<file path="config.mk">
export PLATFORM = sky130hd
export DESIGN_NAME = escape_rle_byte_decoder_flat
export DESIGN_NICKNAME = d
export VERILOG_FILES = /design/src/hw/rtl/erle_pkg.sv /design/src/hw/rtl/erle_if.sv /design/src/hw/rtl/erle_alu.sv /design/src/hw/rtl/escape_rle_byte_decoder.sv /design/src/flat_wrapper.sv
export SDC_FILE = /design/constraint.sdc
export NUM_CORES = 1
export LEC_CHECK = 0
export BUFFER_PORTS_ARGS = -buffer_cell sky130_fd_sc_hd__clkbuf_2
export CELL_PAD_IN_SITES_DETAIL_PLACEMENT = 0
export CELL_PAD_IN_SITES_GLOBAL_PLACEMENT = 1
export CORE_MARGIN = 4
export CORE_UTILIZATION = 40
export DETAILED_ROUTE_END_ITERATION = 8
export GPL_ROUTABILITY_DRIVEN = 0
export PLACE_DENSITY_LB_ADDON = 0.1
export SYNTH_ARGS = -nofsm -noshare
export SYNTH_HDL_FRONTEND = slang
export SYNTH_SLANG_ARGS = --single-unit
</file>
<file path="constraint.sdc">
create_clock -name clk -period 5.4 [get_ports clk]
set_input_delay 0.27 -clock clk [delete_from_list [all_inputs] [get_ports clk]]
set_output_delay 0.27 -clock clk [all_outputs]
set_load 0.03 [all_outputs]
</file>
<file path="src/hw/rtl/erle_pkg.sv">
// Shared types for the zero-escape run-length byte decoder.
`default_nettype none

package erle_pkg;

  localparam int CNT_W = 24;

  typedef enum logic [1:0] {
    ST_OK       = 2'd0,
    ST_OVERFLOW = 2'd1,
    ST_TRUNC    = 2'd2
  } status_t;

  typedef enum logic {
    ALU_ADD = 1'b0,
    ALU_SUB = 1'b1
  } alu_op_t;

  typedef struct packed {
    alu_op_t            op;
    logic [CNT_W-1:0]   a;
    logic [CNT_W-1:0]   b;
  } alu_req_t;

  typedef struct packed {
    logic [CNT_W-1:0]   res;
    logic               borrow;
    logic               zero;
  } alu_rsp_t;

endpackage

`default_nettype wire

</file>
<file path="src/hw/rtl/erle_if.sv">
// Request channel interfaces for compressed input bytes and packed result words.
`default_nettype none

interface erle_in_if;
  logic       valid;
  logic       ready;
  logic [7:0] in_byte;
  logic       in_last;

  modport source (output valid, output in_byte, output in_last, input ready);
  modport sink   (input valid, input in_byte, input in_last, output ready);
endinterface

interface erle_out_if
  import erle_pkg::*;
#(
  parameter int BYTES_PER_WORD = 4
);
  localparam int WW = 8 * BYTES_PER_WORD;
  localparam int CW = $clog2(BYTES_PER_WORD + 1);

  logic          valid;
  logic          ready;
  logic [WW-1:0] out_word;
  logic [CW-1:0] out_count;
  logic          item_last;
  logic          stream_end;
  status_t       status;

  modport source (output valid, output out_word, output out_count, output item_last,
                  output stream_end, output status, input ready);
  modport sink   (input valid, input out_word, input out_count, input item_last,
                  input stream_end, input status, output ready);
endinterface

`default_nettype wire

</file>
<file path="src/hw/rtl/erle_alu.sv">
// Shared add/subtract-compare unit used by the decoder sequencer.
`default_nettype none

module erle_alu
  import erle_pkg::*;
(
  input  alu_req_t req,
  output alu_rsp_t rsp
);

  logic             sub;
  logic [CNT_W-1:0] b_in;
  logic [CNT_W:0]   sum;

  assign sub  = (req.op == ALU_SUB);
  assign b_in = sub ? ~req.b : req.b;
  assign sum  = {1'b0, req.a} + {1'b0, b_in} + {{CNT_W{1'b0}}, sub};

  assign rsp.res    = sum[CNT_W-1:0];
  assign rsp.borrow = sub & ~sum[CNT_W];
  assign rsp.zero   = (sum[CNT_W-1:0] == '0);

endmodule

`default_nettype wire

</file>
<file path="src/hw/rtl/escape_rle_byte_decoder.sv">
// Top level: zero-escape run-length byte decoder with packed output words.
// Escape and value bytes go straight to the empty step, which loads the result
// register. Literals and runs pass room, clamp, count update and emit steps, then
// one word per cycle while the output is free, ceil(kept/BYTES_PER_WORD) words.
// Input is taken only between items; one shared add/compare unit sets the pace.
// Synchronous reset clears parse state and the written count; limit resets to max.
`default_nettype none

module escape_rle_byte_decoder
  import erle_pkg::*;
#(
  parameter int BYTES_PER_WORD = 4
) (
  input  wire logic        clk,
  input  wire logic        rst,
  input  wire logic        cfg_we,
  input  wire logic [23:0] cfg_wdata,
  erle_in_if.sink          din,
  erle_out_if.source       dout
);

  localparam int WW = 8 * BYTES_PER_WORD;
  localparam int CW = $clog2(BYTES_PER_WORD + 1);

  typedef enum logic [2:0] {
    S_IDLE, S_ROOM, S_KEPT, S_ADD, S_EMIT, S_EMPTY
  } state_t;

  typedef enum logic [1:0] {
    PH_LIT   = 2'd0,
    PH_VALUE = 2'd1,
    PH_COUNT = 2'd2
  } phase_t;

  state_t           state;
  phase_t           phase;
  logic [7:0]       held;
  logic [CNT_W-1:0] written;
  logic [CNT_W-1:0] limit;
  logic [CNT_W-1:0] room;
  logic             ovf;
  logic [7:0]       run_val;
  logic [7:0]       run_cnt;
  logic [7:0]       rem;
  logic             lst;
  logic             trunc;

  logic             o_valid;
  logic [WW-1:0]    o_word;
  logic [CW-1:0]    o_count;
  logic             o_item_last;
  logic             o_stream_end;
  status_t          o_status;

  alu_req_t         alu_req;
  alu_rsp_t         alu_rsp;
  logic             out_free;
  logic             o_load;
  logic [CW-1:0]    cnt_emit;
  logic [7:0]       rem_emit;
  logic [WW-1:0]    word_fill;

  erle_alu u_alu (
    .req (alu_req),
    .rsp (alu_rsp)
  );

  assign out_free = !o_valid || dout.ready;
  assign o_load   = out_free && ((state == S_EMIT) || (state == S_EMPTY));

  always_comb begin
    alu_req.op = ALU_SUB;
    alu_req.a  = '0;
    alu_req.b  = '0;
    unique case (state)
      S_ROOM: begin
        alu_req.a = limit;
        alu_req.b = written;
      end
      S_KEPT: begin
        alu_req.a = {{(CNT_W-8){1'b0}}, run_cnt};
        alu_req.b = room;
      end
      S_ADD: begin
        alu_req.op = ALU_ADD;
        alu_req.a  = written;
        alu_req.b  = {{(CNT_W-8){1'b0}}, rem};
      end
      S_EMIT: begin
        alu_req.a = {{(CNT_W-8){1'b0}}, rem};
        alu_req.b = CNT_W'(BYTES_PER_WORD);
      end
      default: ;
    endcase
  end

  // one word step: a short tail takes what is left
  assign cnt_emit = alu_rsp.borrow ? rem[CW-1:0] : CW'(BYTES_PER_WORD);
  assign rem_emit = alu_rsp.borrow ? 8'h00 : alu_rsp.res[7:0];

  always_comb begin
    for (int i = 0; i < BYTES_PER_WORD; i++) begin
      word_fill[8*i +: 8] = (CW'(i) < cnt_emit) ? run_val : 8'h00;
    end
  end

  always_ff @(posedge clk) begin
    if (rst) begin
      state   <= S_IDLE;
      phase   <= PH_LIT;
      held    <= '0;
      written <= '0;
      limit   <= '1;
      ovf     <= 1'b0;
      o_valid <= 1'b0;
    end else begin
      if (cfg_we) begin
        limit <= cfg_wdata;
      end
      if (o_load) begin
        o_valid <= 1'b1;
      end else if (dout.ready) begin
        o_valid <= 1'b0;
      end
      unique case (state)
        S_IDLE: begin
          if (din.valid) begin
            lst <= din.in_last;
            unique case (phase)
              PH_VALUE: begin
                held  <= din.in_byte;
                phase <= PH_COUNT;
                trunc <= din.in_last;
                state <= S_EMPTY;
              end
              PH_COUNT: begin
                phase   <= PH_LIT;
                trunc   <= 1'b0;
                run_val <= held;
                run_cnt <= din.in_byte;
                state   <= S_ROOM;
              end
              default: begin
                if (din.in_byte == 8'h00) begin
                  phase <= PH_VALUE;
                  trunc <= din.in_last;
                  state <= S_EMPTY;
                end else begin
                  phase   <= PH_LIT;
                  trunc   <= 1'b0;
                  run_val <= din.in_byte;
                  run_cnt <= 8'd1;
                  state   <= S_ROOM;
                end
              end
            endcase
          end
        end
        S_ROOM: begin
          room  <= alu_rsp.borrow ? '0 : alu_rsp.res;
          state <= S_KEPT;
        end
        S_KEPT: begin
          if (alu_rsp.borrow) begin
            rem <= run_cnt;
          end else begin
            rem <= room[7:0];
            if (!alu_rsp.zero) begin
              ovf <= 1'b1;
            end
          end
          state <= S_ADD;
        end
        S_ADD: begin
          written <= alu_rsp.res;
          state   <= (rem == 8'h00) ? S_EMPTY : S_EMIT;
        end
        S_EMIT: begin
          if (out_free) begin
            o_word       <= word_fill;
            o_count      <= cnt_emit;
            o_item_last  <= (rem_emit == 8'h00);
            o_stream_end <= lst && (rem_emit == 8'h00);
            o_status     <= ovf ? ST_OVERFLOW : ST_OK;
            rem          <= rem_emit;
            if (rem_emit == 8'h00) begin
              state <= S_IDLE;
              if (lst) begin
                phase   <= PH_LIT;
                held    <= '0;
                written <= '0;
                ovf     <= 1'b0;
              end
            end
          end
        end
        S_EMPTY: begin
          if (out_free) begin
            o_word       <= '0;
            o_count      <= '0;
            o_item_last  <= 1'b1;
            o_stream_end <= lst;
            o_status     <= trunc ? ST_TRUNC : (ovf ? ST_OVERFLOW : ST_OK);
            state        <= S_IDLE;
            if (lst) begin
              phase   <= PH_LIT;
              held    <= '0;
              written <= '0;
              ovf     <= 1'b0;
            end
          end
        end
        default: state <= S_IDLE;
      endcase
    end
  end

  assign din.ready       = (state == S_IDLE);
  assign dout.valid      = o_valid;
  assign dout.out_word   = o_word;
  assign dout.out_count  = o_count;
  assign dout.item_last  = o_item_last;
  assign dout.stream_end = o_stream_end;
  assign dout.status     = o_status;

  a_busy_after_req: assert property (@(posedge clk) disable iff (rst)
    din.valid && din.ready |=> !din.ready)
    else $error("input taken again before item finished");

  a_count_range: assert property (@(posedge clk) disable iff (rst)
    dout.valid |-> (dout.out_count <= CW'(BYTES_PER_WORD)))
    else $error("result byte count exceeds word size");

  a_trunc_last: assert property (@(posedge clk) disable iff (rst)
    dout.valid && (dout.status == ST_TRUNC) |-> dout.item_last && dout.stream_end)
    else $error("truncation flagged on a non-final result");

  a_end_is_last: assert property (@(posedge clk) disable iff (rst)
    dout.valid && dout.stream_end |-> dout.item_last)
    else $error("stream end without item end");

endmodule

`default_nettype wire

</file>
<file path="src/flat_wrapper.sv">
// flat-port wrapper written by rule: the top's interface ports become plain ports
module escape_rle_byte_decoder_flat import erle_pkg::*;
#(
  parameter int BYTES_PER_WORD = 4
)
  (clk, rst, cfg_we, cfg_wdata, din_valid, din_in_byte, din_in_last, din_ready, dout_valid, dout_out_word, dout_out_count, dout_item_last, dout_stream_end, dout_status, dout_ready);
  erle_in_if din_i ();
  erle_out_if #(.BYTES_PER_WORD(BYTES_PER_WORD)) dout_i ();
  input  wire logic clk;
  input  wire logic rst;
  input  wire logic cfg_we;
  input  wire logic [23:0] cfg_wdata;
  input wire logic [$bits(din_i.valid)-1:0] din_valid;
  input wire logic [$bits(din_i.in_byte)-1:0] din_in_byte;
  input wire logic [$bits(din_i.in_last)-1:0] din_in_last;
  output wire logic [$bits(din_i.ready)-1:0] din_ready;
  output wire logic [$bits(dout_i.valid)-1:0] dout_valid;
  output wire logic [$bits(dout_i.out_word)-1:0] dout_out_word;
  output wire logic [$bits(dout_i.out_count)-1:0] dout_out_count;
  output wire logic [$bits(dout_i.item_last)-1:0] dout_item_last;
  output wire logic [$bits(dout_i.stream_end)-1:0] dout_stream_end;
  output wire logic [$bits(dout_i.status)-1:0] dout_status;
  input wire logic [$bits(dout_i.ready)-1:0] dout_ready;
  assign din_i.valid = din_valid;
  assign din_i.in_byte = din_in_byte;
  assign din_i.in_last = din_in_last;
  assign din_ready = din_i.ready;
  assign dout_valid = dout_i.valid;
  assign dout_out_word = dout_i.out_word;
  assign dout_out_count = dout_i.out_count;
  assign dout_item_last = dout_i.item_last;
  assign dout_stream_end = dout_i.stream_end;
  assign dout_status = dout_i.status;
  assign dout_i.ready = dout_ready;
  escape_rle_byte_decoder #(.BYTES_PER_WORD(BYTES_PER_WORD)) u_core (.clk(clk), .rst(rst), .cfg_we(cfg_we), .cfg_wdata(cfg_wdata), .din(din_i), .dout(dout_i));
endmodule
</file>
==> results by group <==
Global route
  – Number of global-route vias before repair: 6423
  – Grt ovf: 0
  – Layer with the highest usage: met2
  – GRT met3 Usage: 3.76%
  – Met1 Usage GRT: 30.7%
  – First-pass GRT wire length: 36100 µm
  – Gr usage total: 20.7%
  – M2 GR Usage: 30.9%
  – Largest net degree at the start of global routing: 49
  – Initial antenna violation count: 1

STA
  – Min cycle time layout: 5.02 ns
  – Final setup fails: 0
  – Slew HR: 16.3%
  – Skew final: 0.0154 ns
  – Final Hold Fails: 0
  – Setup slack after layout: 0.377 ns
  – RSZ-0062 raised after global routing: no
  – Final Max Slew Viols: 0
  – Total negative slack: 0 ns
  – Maximum clock frequency: 199 MHz
  – Worst Tran Pin Value: 1.25 ns
  – Final Cycle Share: 93.0%

Worst setup path
  – Element type at the critical path start: flip-flop
  – Critical-path maximum fanout: 15
  – WP data arrival: 5.36 ns
  – Critical Path RT: 5.73 ns
  – Crit. End Element: flip-flop
  – CP Class: flip-flop to flip-flop

Cells and area
  – Layout cells sized above 1: 19.1%
  – # diodes: 0
  – Fillers: 1840
  – Area Growth Syn to Fin: 17.0%
  – Final core utilization: 48.3%
  – Final nets: 946

Synthesis
  – Synthesized flop and latch total: 152
  – Ys Warns: 0
  – Mapped Area: 8140 µm²
  – Post-synth top flop: edfxtp_1
  – Async S/R FF share, synth: 0%
  – Syn Area/Cell: 10.0 µm²
  – Number of synthesized flops with an enable pin: 89
  – Post-synthesis sequential area ratio: 48.3%
  – Syn_nets: 876
  – Cell count after synthesis: 811
  – Unique masters post-synth: 74

Clock network
  – Clock buffer depth: 2
  – Hold-fix buffers, CTS: 0
  – Sink Count: 152
  – Clk Latency, worst-skew pair: 0.43 ns
  – # H-tree levels: 4
  – Clk pin slew, worst setup/hold paths: 0.07 ns
  – TritonCTS clock tree: yes
  – Root buf cell: clkbuf_16
  – Num CTS Buffers: 17

Outcome
  – Status: finished, final reports clean

Detailed routing
  – Vias per cell: 5.57
  – Detailed Routing Iterations Pass 1: 5
  – Routed len/inst: 19.9 µm
  – Vias: 6450
  – 1st-iter DRT viols: 477
  – WL final: 23000 µm
  – Antenna Nets Post-Route: 0
  – Detailed-route DRC error count: 0

Placed design
  – DP HPWL: 16700 µm
  – Port Buf Inserts: 78
  – Worst slack at placement: 0.339 ns

Die
  – Die Y: 151 µm
  – Starting Density: 41.3%
  – Die Wd: 151 µm
  – Cell row count: 51
  – Core ar.: 19700 µm²
  – Die area: 22700 µm²
  – Number of top-level pins: 79

Hold path
  – Worst Hold Class: primary input to flip-flop

Pwr
  – Tot Pwr: 0.00396 W
  – VDD IR max: 0.266 mV
  – Leak Pwr: 3.71 nW
  – Pwr/cell area: 415 nW/µm²

Run
  – Max-cap check violation count: 0
==> cell type report <==
cell class / instances / area (µm²) / area share, %
Multi-Input combinational cell: 590 / 3950 / 41.5
Sequential cell: 152 / 3940 / 41.3
Timing Repair Buffer: 98 / 566 / 5.94
Clock buffer: 17 / 425 / 4.47
Tap cell: 265 / 332 / 3.48
Clock inverter: 15 / 233 / 2.44
Inverter: 22 / 82.6 / 0.867
==> cells in the mapped netlist (3+ instances only) <==
library cell | instances | area share (%)
a211oi_1 | 4 | 0.37
o2bb2ai_1 | 17 | 1.8
or3_1 | 3 | 0.23
or2_2 | 4 | 0.31
dfxtp_1 | 63 | 15
a21o_1 | 6 | 0.55
a22oi_1 | 7 | 0.65
o31ai_1 | 3 | 0.28
nand3_1 | 5 | 0.31
nor3_1 | 10 | 0.61
nor2b_1 | 44 | 3.4
xnor2_1 | 12 | 1.3
and2_1 | 38 | 2.9
edfxtp_1 | 89 | 33
xor2_1 | 5 | 0.54
and3_1 | 7 | 0.54
a31oi_1 | 4 | 0.31
o21ai_0 | 47 | 2.9
inv_1 | 22 | 1.0
mux2i_1 | 8 | 0.98
buf_6 | 4 | 0.55
a211o_1 | 24 | 2.6
ha_1 | 26 | 4.0
nor4_1 | 7 | 0.54
mux2_2 | 15 | 2.1
nand2b_1 | 7 | 0.54
o211ai_1 | 4 | 0.37
a221oi_1 | 3 | 0.32
o32ai_1 | 3 | 0.32
clkbuf_1 | 31 | 1.4
buf_1 | 8 | 0.37
nand2_1 | 102 | 4.7
a21oi_1 | 38 | 2.3
a22o_1 | 39 | 4.2
nor2_1 | 52 | 2.4
==> critical path: stages (launching register included) <==
cell and delay (ns):
dfxtp_1 0.47, buf_4 0.24, nor4bb_1 0.43, a31o_4 0.18
nor3_1 0.06, or2_2 0.32, fa_1 0.42, nand2b_1 0.20
a21oi_1 0.21, o21ai_1 0.19, a311oi_1 0.52, a41oi_4 0.17
or4_1 0.49, a41oi_1 0.28, nor2b_4 0.43, buf_12 0.21
o2bb2ai_1 0.13
==> cells in the final DEF (no fill, tap or decap), drive strengths merged, types with 4 or more instances in the layout <==
master	instances
clkbuf	95
a22oi	7
nand2	102
nand3	5
xor2	5
mux2	16
edfxtp	89
nor3	10
nor2b	46
nand2b	7
and2	38
inv	30
ha	26
nor2	52
dfxtp	63
o21ai	49
buf	20
a21oi	38
bufinv	4
and3	7
xnor2	12
nor4	7
a22o	39
a211o	24
or2	4
mux2i	8
a211oi	5
a31oi	4
o211ai	4
a21o	6
o2bb2ai	17
a21boi	4
==> routing by layer <==
layer  vias to the layer above  share of wire (%)
met5                         -                  0
met4                         0                1.2
met3                        17                4.8
met2                       163                 45
met1                      3143                 49
li1                       3127                  -
==> what timing repair did <==
item                                    4_1_cts  5_1_grt
resized for setup                             0        2
endpoints found under the setup margin        0       30
setup buffers                                 0        0
==> metrics by stage <==
| stage | area (µm²) | hold WS, ns | cells |
|---|---|---|---|
| 6_report | 9520 | 0.0434 | 1159 |
| 3_3_place_gp | 8860 | 0.450 | 1127 |
| 2_1_floorplan | 8140 | 0.369 | 811 |
| 4_1_cts | 9520 | 0.0242 | 1159 |
| 3_5_place_dp | 8860 | 0.455 | 1127 |
| 5_1_grt | 9520 | 0.0400 | 1159 |
==> cells by family after synthesis <==
| group | count (synthesis) | share of synthesized area [%] |
|---|---|---|
| AO/OA/AOI/OAI | 228 | 20.4 |
| adder cells (fa/ha/maj) | 27 | 4.24 |
| XOR/XNOR | 17 | 1.83 |
| AND/OR/NAND/NOR | 294 | 18.3 |
| buffers and inverters | 69 | 3.67 |
| multiplexers | 24 | 3.20 |
| flip-flops | 152 | 48.3 |
==> state kept, by name, summed over array words and instances, names as in the netlist <==
name and count:
u_core.dout.item_last 1, u_core.dout.out_count 3, u_core.dout.out_word 32, u_core.dout.status 2, u_core.dout.stream_end 1, u_core.dout.valid 1
u_core.held 8, u_core.limit 24, u_core.lst 1, u_core.ovf 1, u_core.phase 2, u_core.rem 8
u_core.room 24, u_core.run_cnt 8, u_core.run_val 8, u_core.state 3, u_core.trunc 1, u_core.written 24
==> final timing paths <==
kind,to,start,slack [ns],cells past startpoint
worst min-delay path,u_core.lst,din_in_last,0.04,1
worst max register to register,u_core.written[6],u_core.state[2],0.38,16
worst min register to register,u_core.held[7],u_core.held[7],0.47,1
worst max-delay path,u_core.written[6],u_core.state[2],0.38,16
==> power by group <==
group / switching (W) / internal [W] / leakage, nW
sequential: 0.0000497 / 0.00133 / 1.33
combinational: 0.000756 / 0.000479 / 2.06
clock: 0.000540 / 0.000797 / 0.323
total: 0.00135 / 0.00261 / 3.71
Power figures use the tool's default switching activity.
